File: src/sv/assert_macros.svh
// ---------------------------------------------------------------------------
// assert_macros.svh
// concurrent assertion helpers, compiled out when SYNTH is defined
// ---------------------------------------------------------------------------
`ifndef ASSERT_MACROS_SVH
`define ASSERT_MACROS_SVH
`ifndef SYNTH
// same-cycle implication
`define KMP_ASSERT_IMPL(label, clk, rst_n, ante, cons, msg) \
  label: assert property (@(posedge clk) disable iff (!rst_n) (ante) |-> (cons)) \
    else $error(msg);
// next-cycle implication
`define KMP_ASSERT_NEXT(label, clk, rst_n, ante, cons, msg) \
  label: assert property (@(posedge clk) disable iff (!rst_n) (ante) |=> (cons)) \
    else $error(msg);
`else
`define KMP_ASSERT_IMPL(label, clk, rst_n, ante, cons, msg)
`define KMP_ASSERT_NEXT(label, clk, rst_n, ante, cons, msg)
`endif
`endif

File: src/sv/kmp_pkg.sv
// ---------------------------------------------------------------------------
// kmp_pkg
// shared constants, command codes, state and control/status types
// ---------------------------------------------------------------------------
package kmp_pkg;

  localparam int unsigned MAX_PATTERN    = 32;
  localparam int unsigned POSITION_WIDTH = 32;
  localparam int unsigned IDX_W          = $clog2(MAX_PATTERN);
  localparam int unsigned LEN_W          = $clog2(MAX_PATTERN + 1);
  localparam int unsigned MATCH_W        = 32;
  localparam int unsigned BYTE_W         = 8;
  localparam int unsigned CMD_W          = 2;

  // input commands
  localparam logic [CMD_W-1:0] CMD_APPEND = 2'd0;
  localparam logic [CMD_W-1:0] CMD_TEXT   = 2'd1;
  localparam logic [CMD_W-1:0] CMD_CLEAR  = 2'd2;

  typedef enum logic [1:0] {
    ST_IDLE,
    ST_DECODE,
    ST_PROBE,
    ST_CMP
  } state_t;

  // controller to datapath
  typedef struct packed {
    logic load;
    logic clr_pat;
    logic restart;
    logic pos_inc;
    logic p_start;
    logic p_fall;
    logic fin_text;
    logic fin_pat;
    logic first;
  } dp_cmd_t;

  // datapath to controller
  typedef struct packed {
    logic is_text;
    logic is_append;
    logic is_clear;
    logic len_zero;
    logic len_full;
    logic hit;
    logic p_zero;
    logic full_match;
    logic out_free;
  } dp_stat_t;

endpackage

File: src/sv/kmp_ram.sv
// ---------------------------------------------------------------------------
// kmp_ram
// generic single write port ram with registered read
// ---------------------------------------------------------------------------
module kmp_ram #(
  parameter int unsigned WIDTH = 8,
  parameter int unsigned DEPTH = 32
) (
  input  logic                     clk,
  input  logic                     we,
  input  logic [$clog2(DEPTH)-1:0] waddr,
  input  logic [WIDTH-1:0]         wdata,
  input  logic [$clog2(DEPTH)-1:0] raddr,
  output logic [WIDTH-1:0]         rdata
);

  logic [WIDTH-1:0] mem_r [DEPTH];
  logic [WIDTH-1:0] rdata_r;

  always_ff @(posedge clk) begin
    if (we) begin
      mem_r[waddr] <= wdata;
    end
    rdata_r <= mem_r[raddr];
  end

  assign rdata = rdata_r;

endmodule

File: src/sv/kmp_ctrl.sv
// ---------------------------------------------------------------------------
// kmp_ctrl
// sequencer: decode, probe/compare loop along failure links, finish
// ---------------------------------------------------------------------------
`include "assert_macros.svh"

module kmp_ctrl (
  input  logic              clk,
  input  logic              rst_n,
  input  logic              in_valid,
  output logic              in_stall,
  input  kmp_pkg::dp_stat_t stat,
  output kmp_pkg::dp_cmd_t  cmd
);
  import kmp_pkg::*;

  state_t state_r;
  state_t state_nxt;

  always_ff @(posedge clk) begin
    if (!rst_n) begin
      state_r <= ST_IDLE;
    end else begin
      state_r <= state_nxt;
    end
  end

  // next state
  always_comb begin
    state_nxt = state_r;
    case (state_r)
      ST_IDLE: begin
        if (in_valid) begin
          state_nxt = ST_DECODE;
        end
      end
      ST_DECODE: begin
        if ((stat.is_text && !stat.len_zero) ||
            (stat.is_append && !stat.len_full && !stat.len_zero)) begin
          state_nxt = ST_PROBE;
        end else begin
          state_nxt = ST_IDLE;
        end
      end
      ST_PROBE: begin
        state_nxt = ST_CMP;
      end
      ST_CMP: begin
        if (stat.hit) begin
          if (!(stat.is_text && stat.full_match && !stat.out_free)) begin
            state_nxt = ST_IDLE;
          end
        end else if (!stat.p_zero) begin
          state_nxt = ST_PROBE;
        end else begin
          state_nxt = ST_IDLE;
        end
      end
      default: state_nxt = ST_IDLE;
    endcase
  end

  // outputs
  always_comb begin
    cmd      = '0;
    in_stall = (state_r != ST_IDLE);
    case (state_r)
      ST_IDLE: begin
        cmd.load = in_valid;
      end
      ST_DECODE: begin
        if (stat.is_clear) begin
          cmd.clr_pat = 1'b1;
          cmd.restart = 1'b1;
        end
        if (stat.is_append) begin
          cmd.restart = 1'b1;
          if (!stat.len_full) begin
            if (stat.len_zero) begin
              cmd.fin_pat = 1'b1;
              cmd.first   = 1'b1;
            end else begin
              cmd.p_start = 1'b1;
            end
          end
        end
        if (stat.is_text) begin
          if (stat.len_zero) begin
            cmd.pos_inc = 1'b1;
          end else begin
            cmd.p_start = 1'b1;
          end
        end
      end
      ST_CMP: begin
        if (stat.hit) begin
          if (stat.is_text) begin
            cmd.fin_text = !stat.full_match || stat.out_free;
          end else begin
            cmd.fin_pat = 1'b1;
          end
        end else if (!stat.p_zero) begin
          cmd.p_fall = 1'b1;
        end else if (stat.is_text) begin
          cmd.fin_text = 1'b1;
        end else begin
          cmd.fin_pat = 1'b1;
        end
      end
      default: begin
        cmd = '0;
      end
    endcase
  end

  `KMP_ASSERT_NEXT(a_accept_decode, clk, rst_n, in_valid && !in_stall, state_r == ST_DECODE, "accepted item not decoded")
  `KMP_ASSERT_NEXT(a_probe_cmp, clk, rst_n, state_r == ST_PROBE, state_r == ST_CMP, "probe not followed by compare")
  `KMP_ASSERT_IMPL(a_fin_text_cmp, clk, rst_n, cmd.fin_text, state_r == ST_CMP, "text finish outside compare")

endmodule

File: src/sv/kmp_dp.sv
// ---------------------------------------------------------------------------
// kmp_dp
// pattern and failure stores, match state, text position, result register
// ---------------------------------------------------------------------------
`include "assert_macros.svh"

module kmp_dp (
  input  logic                                clk,
  input  logic                                rst_n,
  input  logic [kmp_pkg::CMD_W-1:0]           in_cmd,
  input  logic [kmp_pkg::BYTE_W-1:0]          in_data_byte,
  output logic                                out_valid,
  input  logic                                out_stall,
  output logic [kmp_pkg::MATCH_W-1:0]         out_match_start,
  input  kmp_pkg::dp_cmd_t                    cmd,
  output kmp_pkg::dp_stat_t                   stat
);
  import kmp_pkg::*;

  logic [CMD_W-1:0]          cmd_r;
  logic [BYTE_W-1:0]         byte_r;
  logic [LEN_W-1:0]          len_r;
  logic [LEN_W-1:0]          bp_r;
  logic [LEN_W-1:0]          mp_r;
  logic [POSITION_WIDTH-1:0] pos_r;
  logic [IDX_W-1:0]          p_r;
  logic                      out_valid_r;
  logic [MATCH_W-1:0]        out_start_r;

  logic [LEN_W-1:0]          mp_nxt;
  logic [IDX_W-1:0]          p_nxt;
  logic [LEN_W-1:0]          start_val;
  logic [BYTE_W-1:0]         pat_rd;
  logic [LEN_W-1:0]          fail_rd;
  logic [LEN_W-1:0]          probe_k;
  logic [LEN_W-1:0]          k_fin;
  logic [POSITION_WIDTH-1:0] match_pos;
  logic                      hit;
  logic                      full_match;
  logic                      out_load;

  assign hit        = (pat_rd == byte_r);
  assign probe_k    = LEN_W'(p_r) + LEN_W'(1);
  assign full_match = hit && (probe_k == len_r);
  assign k_fin      = (cmd.first || !hit) ? '0 : probe_k;
  assign match_pos  = pos_r - POSITION_WIDTH'(len_r - LEN_W'(1));
  assign out_load   = cmd.fin_text && full_match;

  // starting probe: text resumes at match progress, append at last prefix
  assign start_val = (cmd_r == CMD_TEXT) ? mp_r : bp_r;

  always_comb begin
    p_nxt = p_r;
    if (cmd.p_start) begin
      p_nxt = (start_val >= len_r) ? '0 : start_val[IDX_W-1:0];
    end else if (cmd.p_fall) begin
      p_nxt = fail_rd[IDX_W-1:0];
    end
  end

  always_comb begin
    mp_nxt = mp_r;
    if (cmd.restart) begin
      mp_nxt = '0;
    end else if (cmd.fin_text) begin
      mp_nxt = full_match ? bp_r : k_fin;
    end
  end

  always_ff @(posedge clk) begin
    if (!rst_n) begin
      len_r       <= '0;
      bp_r        <= '0;
      mp_r        <= '0;
      pos_r       <= '0;
      out_valid_r <= 1'b0;
    end else begin
      mp_r <= mp_nxt;
      if (cmd.clr_pat) begin
        len_r <= '0;
        bp_r  <= '0;
      end else if (cmd.fin_pat) begin
        len_r <= len_r + LEN_W'(1);
        bp_r  <= k_fin;
      end
      if (cmd.restart) begin
        pos_r <= '0;
      end else if (cmd.pos_inc || cmd.fin_text) begin
        pos_r <= pos_r + POSITION_WIDTH'(1);
      end
      if (out_load) begin
        out_valid_r <= 1'b1;
      end else if (!out_stall) begin
        out_valid_r <= 1'b0;
      end
    end
  end

  always_ff @(posedge clk) begin
    p_r <= p_nxt;
    if (cmd.load) begin
      cmd_r  <= in_cmd;
      byte_r <= in_data_byte;
    end
    if (out_load) begin
      out_start_r <= MATCH_W'(match_pos);
    end
  end

  kmp_ram #(
    .WIDTH (BYTE_W),
    .DEPTH (MAX_PATTERN)
  ) u_pat_ram (
    .clk   (clk),
    .we    (cmd.fin_pat),
    .waddr (len_r[IDX_W-1:0]),
    .wdata (byte_r),
    .raddr (p_r),
    .rdata (pat_rd)
  );

  kmp_ram #(
    .WIDTH (LEN_W),
    .DEPTH (MAX_PATTERN)
  ) u_fail_ram (
    .clk   (clk),
    .we    (cmd.fin_pat),
    .waddr (len_r[IDX_W-1:0]),
    .wdata (k_fin),
    .raddr (p_r - IDX_W'(1)),
    .rdata (fail_rd)
  );

  assign stat.is_text    = (cmd_r == CMD_TEXT);
  assign stat.is_append  = (cmd_r == CMD_APPEND);
  assign stat.is_clear   = (cmd_r == CMD_CLEAR);
  assign stat.len_zero   = (len_r == '0);
  assign stat.len_full   = (len_r >= LEN_W'(MAX_PATTERN));
  assign stat.hit        = hit;
  assign stat.p_zero     = (p_r == '0);
  assign stat.full_match = full_match;
  assign stat.out_free   = !out_valid_r || !out_stall;

  assign out_valid       = out_valid_r;
  assign out_match_start = out_start_r;

  `KMP_ASSERT_IMPL(a_len_range, clk, rst_n, 1'b1, len_r <= LEN_W'(MAX_PATTERN), "pattern length overflow")
  `KMP_ASSERT_IMPL(a_mp_range, clk, rst_n, 1'b1, mp_r < len_r || (mp_r == '0 && len_r == '0), "match progress out of range")
  `KMP_ASSERT_IMPL(a_bp_range, clk, rst_n, 1'b1, bp_r < len_r || (bp_r == '0 && len_r == '0), "build prefix out of range")

endmodule

File: src/sv/kmp_stream_matcher.sv
// ---------------------------------------------------------------------------
// kmp_stream_matcher
// streaming knuth-morris-pratt matcher with online failure table build
// ---------------------------------------------------------------------------
// clear, unused command, or text with empty pattern: decode, then back to idle
// text byte or append: decode, then a probe and a compare per step along the
//   failure chain; each probe waits on the registered read of the pattern and
//   failure rams; one item at a time
// a match result lands in the output register in the last cycle of its item
// reset: synchronous rst_n clears length, prefixes, position and valid flag
module kmp_stream_matcher (
  input  logic                        clk,
  input  logic                        rst_n,
  // input channel: one transfer per command
  input  logic                        in_valid,
  output logic                        in_stall,
  input  logic [kmp_pkg::CMD_W-1:0]   in_cmd,
  input  logic [kmp_pkg::BYTE_W-1:0]  in_data_byte,
  // result channel: one transfer per complete match
  output logic                        out_valid,
  input  logic                        out_stall,
  output logic [kmp_pkg::MATCH_W-1:0] out_match_start
);
  import kmp_pkg::*;

  // command and status between sequencer and datapath
  dp_cmd_t  dp_cmd;
  dp_stat_t dp_stat;

  // controller: accepts a transfer only when idle, walks failure links
  kmp_ctrl u_ctrl (
    .clk      (clk),
    .rst_n    (rst_n),
    .in_valid (in_valid),
    .in_stall (in_stall),
    .stat     (dp_stat),
    .cmd      (dp_cmd)
  );

  // datapath: stores, progress registers and the result register, which
  // decouples a waiting result from acceptance of the next item
  kmp_dp u_dp (
    .clk             (clk),
    .rst_n           (rst_n),
    .in_cmd          (in_cmd),
    .in_data_byte    (in_data_byte),
    .out_valid       (out_valid),
    .out_stall       (out_stall),
    .out_match_start (out_match_start),
    .cmd             (dp_cmd),
    .stat            (dp_stat)
  );

endmodule

File: config.mk
export PLATFORM = sky130hd
export DESIGN_NAME = kmp_stream_matcher
export DESIGN_NICKNAME = d
export VERILOG_FILES = /design/src/sv/kmp_pkg.sv /design/src/sv/kmp_ram.sv /design/src/sv/kmp_ctrl.sv /design/src/sv/kmp_dp.sv /design/src/sv/kmp_stream_matcher.sv
export VERILOG_INCLUDE_DIRS = /design/src /design/src/sv
export SDC_FILE = /design/constraint.sdc
export NUM_CORES = 1
export LEC_CHECK = 0
export ABC_AREA = 1
export BUFFER_PORTS_ARGS = -buffer_cell sky130_fd_sc_hd__buf_4
export CAP_MARGIN = 40
export CORE_MARGIN = 2
export CORE_UTILIZATION = 63
export CTS_CLUSTER_DIAMETER = 40
export CTS_CLUSTER_SIZE = 40
export DETAILED_ROUTE_END_ITERATION = 8
export PLACE_DENSITY_LB_ADDON = 0.15
export SKIP_LAST_GASP = 1
export SLEW_MARGIN = 0
export SYNTH_ARGS = -nofsm -noshare
export SYNTH_HDL_FRONTEND = slang
export SYNTH_SLANG_ARGS = --single-unit
File: constraint.sdc
create_clock -name clk -period 4.7 [get_ports clk]
set_input_delay 0.47 -clock clk [delete_from_list [all_inputs] [get_ports clk]]
set_output_delay 0.47 -clock clk [all_outputs]
set_load 0.01 [all_outputs]
After elaboration in Yosys (flattened, before gate mapping)
Memories as Yosys holds them, arrays and structs flattened. A register that Yosys moved wholly into a read port is not among the register bits.
Index checks and enable logic that the tools add are counted.
Widths: inputs -> output; s select.

word-level totals
  logic and storage cells = 98
  RAM bits = 448
  output and inout port bits = 34
  input bits = 14
  memories = 2
  register bits = 100

memory list
  memory                 depth  width  read ports  clocked after memory_dff  write ports  line           RTL
  u_dp.u_pat_ram.mem_r   32     8      1           1                         1            kmp_ram.sv:17  logic [WIDTH-1:0] mem_r [DEPTH];
  u_dp.u_fail_ram.mem_r  32     6      1           1                         1            kmp_ram.sv:17

cells by class
  reductions and logical operators = 28
  equality and inequality tests = 10
  muxes and demuxes = 39
  $add $sub $neg = 6
  magnitude comparators = 2
  bitwise operators = 1

operators by type and width
  cell                   count
  $add 32x1->32 const B  1
  $sub 32x32->32         1
  $mux 2                 13
  $mux 6                 3
  $mux 1                 17
  $mux 5                 3
  $eq 8x8->1             1
  $pmux 2 s4             1
  $logic_and 1x1->1      7
  $logic_not 1->1        7
  $sub 6x1->7 const B    1
  $add 5x1->6 const B    1
  $add 6x1->6 const B    1
  $eq 2x2->1 const B     3
  $eq 6x6->1             1
  $ge 6x6->1             1
  $ge 6x6->1 const B     1
  $logic_not 6->1        1
  $logic_not 5->1        1
  $logic_or 1x1->1       5
  $sub 5x1->5 const B    1
  $eq 2x1->1 const B     2
  $logic_not 2->1        2
  $mux 4                 1
  8 further kinds        10

Longest topological paths before layout
  depth after elaboration = 10
  mapped depth = 16

Cells and area by module
From an unflattened synthesis, not the netlist that was laid out.

second synthesis, totals
  cells, all modules = 2574
  area total of the unflattened synthesis = 25732.2 um2

by module, submodules not included
  module                      cells an instance  instances  area an instance (um2)
  kmp_ram at u_dp.u_pat_ram   922                1          10786.6
  kmp_ram at u_dp.u_fail_ram  704                1          8077.7
  kmp_dp                      908                1          6668.9
  kmp_ctrl                    40                 1          198.9

Worst setup path after synthesis
OpenSTA, ideal clock, no wires.

  path type = register to register
  from = reg u_dp.len_r[2]
  to = reg u_dp.out_start_r[31], in the netlist u_dp.out_match_start[31], data pin
  period minus slack after synthesis = 3330 ps
  required time = 4447 ps
  cell stages (with the launch flop) = 16
  setup time = 253 ps
  path buffers = 1
  arrival time = 3077 ps
  slack = 1370 ps
  cells stage by stage = dfxtp_1 buf_2 nor2_1 nand2_1 inv_1 nand3_1 ha_1 nand2_1 nor2_1 nand2_1 o21ai_0 nand2_1 nand2_1 nand3_1 nand3_1 nand2_1

on the way
  longest elaborated chain between the ends = 2

RTL lines
  element                       line           RTL
  start, declared               kmp_dp.sv:22   logic [LEN_W-1:0] len_r;
  start signal, assigned        kmp_dp.sv:83   len_r <= len_r + LEN_W'(1);
  $sub 6x1->7                   kmp_dp.sv:46   assign match_pos = pos_r - POSITION_WIDTH'(len_r - LEN_W'(1));
  $sub 32x32->32                kmp_dp.sv:46
  named net u_dp.match_pos[31]  kmp_dp.sv:37   logic [POSITION_WIDTH-1:0] match_pos;
  end signal, assigned          kmp_dp.sv:106  out_start_r <= MATCH_W'(match_pos);
  end, declared                 kmp_dp.sv:28   logic [MATCH_W-1:0] out_start_r;

The timed path passes the listed nets, and every way through them passes these cells.
A chain may end at the register's enable or synchronous reset.

Worst setup path after layout
  from = reg u_dp.len_r[0]
  to = reg u_dp.out_start_r[31], in the netlist u_dp.out_match_start[31], data pin

The elaborated chain is that of the path after synthesis.

==> out/results.ini <==
[route]
vias_per_cell=6.22
avgRoutedWirePerCell_um=21.9
drc=4
initialDrtViolationCount=2124
final_antenna_net_count=0
vias=17400
dr.pass1.iters=9
wl_um=61300

[worst_setup_path]
r2r_slack_ns=1.37
cp.arrival_ns=3.69
worstRegToRegCells=13
start_kind=flop
critPathMaxFanout=7
crit_start=u_dp.len_r[0]
timing.rr.end=u_dp.out_match_start[31]
crit_path_end_kind=flop
required_ns=5.06
critPathKind=flop to flop
r2r-start=u_dp.len_r[0]

[clock_tree]
cts_resized=0
clock_sinks=529
cts.reportedPaths.clkPinSlew_ns=0.06
cts-htree-levels=2
clockBufferDepth=3
cts_tree=built
worstSkewPairLatency_ns=0.63
cts_setup_buffers=0
cts-root-buf=clkbuf_16
cts_buffers=60
hold_buffers=0

[cells_and_area]
antennaDiodeCount=0
final_layout_size_suffix_gt1_frac=0.102
syn_to_final_growth_pct=13.5
n_fill_cell=2494
final_nets=2342
register_area_mm2=0.0152
layoutNonFillerInstCount=2800
multiInputGateArea_mm2=0.00748

[yosys]
ys_ff_latch=529
synth_ff_type=edfxtp_1
synth_seq_area_share=0.647
synth_warnings=0
syn-num-nets=2266
ys_types=44
syn_inst=2205
synth_area_mm2=0.0235
synthArstFlopShare=0
synth_edf_count=463
syn-mean-instance-area_um2=10.7

[global_routing]
gr-usage-all-layers=0.317
use_met3=0.0632
grt_use_met2=0.506
grt_pass1_vias=16600
overflow=0
use_met1=0.438
global_route.peak_usage_layer=met2
grt_pass1_wl_um=93300
antenna_found_initial=1
grt_max_degree=211

[die]
io_pins=48
floorplan.core_area_mm2=0.0367
die_x_um=197
num_rows=70
die_area_mm2=0.0389
start_util=0.642
die_h_um=197

[hold_path]
hp-class=primary input to flop
hp-start=in_cmd[0]
min_path_cells=1
min_to=u_dp.cmd_r[0]

[flow_run]
maxCapViolCount=0

[sta]
slew_viol_final=0
final-setup-viol-count=0
maxSlewHeadroom=0.339
fmax_mhz=300
fin_crit_ns=3.33
setup_tns_ns=0
fin_skew_ns=0.0279
tightest_slew_ns=0.991
fin_crit_sh=0.708
finalHoldViolCount=0
rsz0062_at_grt=false

[place]
dp.cells=2687
port_buffers=47
place_hpwl_um=38400
gp_congestion=0.945

[pwr]
leakagePower_uw=0.00964
ir_worst_vdd_mv=0.359
power_density_mw_per_mm2=392

[status]
status=finished, violations left
violations=DRC

[cell families after synthesis]
family | Yosys count | share of synthesized area
AND/OR/NAND/NOR | 821 | 0.141
XOR/XNOR | 64 | 0.0238
flip-flops | 529 | 0.647
adder cells (fa/ha/maj) | 47 | 0.0253
buffers and inverters | 218 | 0.0366
AO/OA/AOI/OAI | 526 | 0.126
[layout by cell type (no fill, tap or decap), drive strengths merged, types with 8 or more instances in the layout]
cell type | Yosys | routed
ha | 46 | 46
inv | 110 | 124
nand2 | 311 | 311
nand3 | 90 | 90
clkbuf | 83 | 70
edfxtp | 463 | 463
a31oi | 10 | 10
nand4 | 21 | 21
o211ai | 27 | 27
a21oi | 92 | 92
xor2 | 43 | 43
nor2 | 360 | 360
clkinv | 4 | 19
o22ai | 76 | 76
o221ai | 24 | 24
xnor2 | 21 | 21
dfxtp | 66 | 66
o21ai | 270 | 270
o21a | 8 | 8
nor3 | 25 | 25
buf | 21 | 118
[layer usage]
metal / vias to the layer above / routed length (um)
met1: 8338 / 24600
met4: 0 / 2180
met5: - / 0
met2: 886 / 28600
met3: 155 / 5860
li1: 8044 / -
[layout make-up]
| class | instances | share of cell area |
|---|---|---|
| tap | 468 | 0.0219 |
| timing repair buffer | 118 | 0.0339 |
| clock buffer | 70 | 0.0591 |
| sequential | 529 | 0.570 |
| inverter | 114 | 0.0162 |
| clock inverter | 43 | 0.0195 |
| multi-input combinational | 1458 | 0.280 |
[registers in the layout (all words and copies together), names as in the netlist, 5 cells and up]
name                   flops
u_dp.u_pat_ram.mem_r     256
u_dp.u_fail_ram.mem_r    160
u_dp.out_match_start      32
u_dp.pos_r                32
u_dp.byte_r                8
u_dp.u_pat_ram.rdata       8
u_dp.bp_r                  6
u_dp.len_r                 6
u_dp.mp_r                  6
u_dp.p_r                   5
u_dp.u_fail_ram.rdata      5
[where the power goes]
| part | internal [uW] | switching, uW | total [uW] |
|---|---|---|---|
| registers | 5120 | 15.5 | 5140 |
| logic | 142 | 351 | 493 |
| clock network | 2860 | 1990 | 4850 |
| total | 8120 | 2360 | 10500 |
[synthesized netlist by cell type, drive strengths merged (8+ instances only)]
library cell,number,area (um^2)
ha,46,576
a21oi,92,460
xor2,43,377
a31oi,10,62.6
xnor2,21,184
dfxtp,66,1320
o22ai,76,475
nor2,360,1360
edfxtp,463,13900
clkbuf,83,313
nand2,311,1170
nand4,21,131
buf,21,121
inv,110,413
nor3,25,125
o211ai,27,203
o21ai,270,1350
o221ai,24,210
o21a,8,60.1
nand3,90,450
[how the worst max path moves through the flow]
stage,endpoint,slack [ns],depth (start not counted)
floorplan,u_dp.out_match_start[31],1.37,15
global placement,u_dp.out_match_start[31],1.52,14
detailed placement,u_dp.out_match_start[31],1.43,13
CTS,u_dp.out_match_start[31],1.39,15
global route,u_dp.out_match_start[31],1.03,15
finish,u_dp.out_match_start[31],1.37,13
[per-stage QoR]
step            util  setup WS (ns)  total power (uW)  instance area [um^2]  hold WS, ns
4_1_cts        0.728           1.39             10500                 26700    0.0000219
3_3_place_gp   0.670           1.52              5700                 24600        0.452
5_1_grt        0.728           1.03             10700                 26700      0.00493
3_5_place_dp   0.671           1.43              5710                 24600        0.457
2_1_floorplan      -           1.37              5540                 23500        0.441
6_report       0.728           1.37             10500                 26700       0.0226
[worst max-delay path, cell delays in order (launching register included)]
cell	delay, ns
dfxtp_1	0.46
inv_1	0.19
ha_1	0.29
xnor2_1	0.14
ha_1	0.36
nand2_1	0.07
o21ai_0	0.34
a21oi_1	0.22
o21ai_0	0.41
nand2_1	0.10
nand2_1	0.21
nand3_1	0.13
nand3_1	0.09
nand2_1	0.05
(Power assumes the default switching activity.)
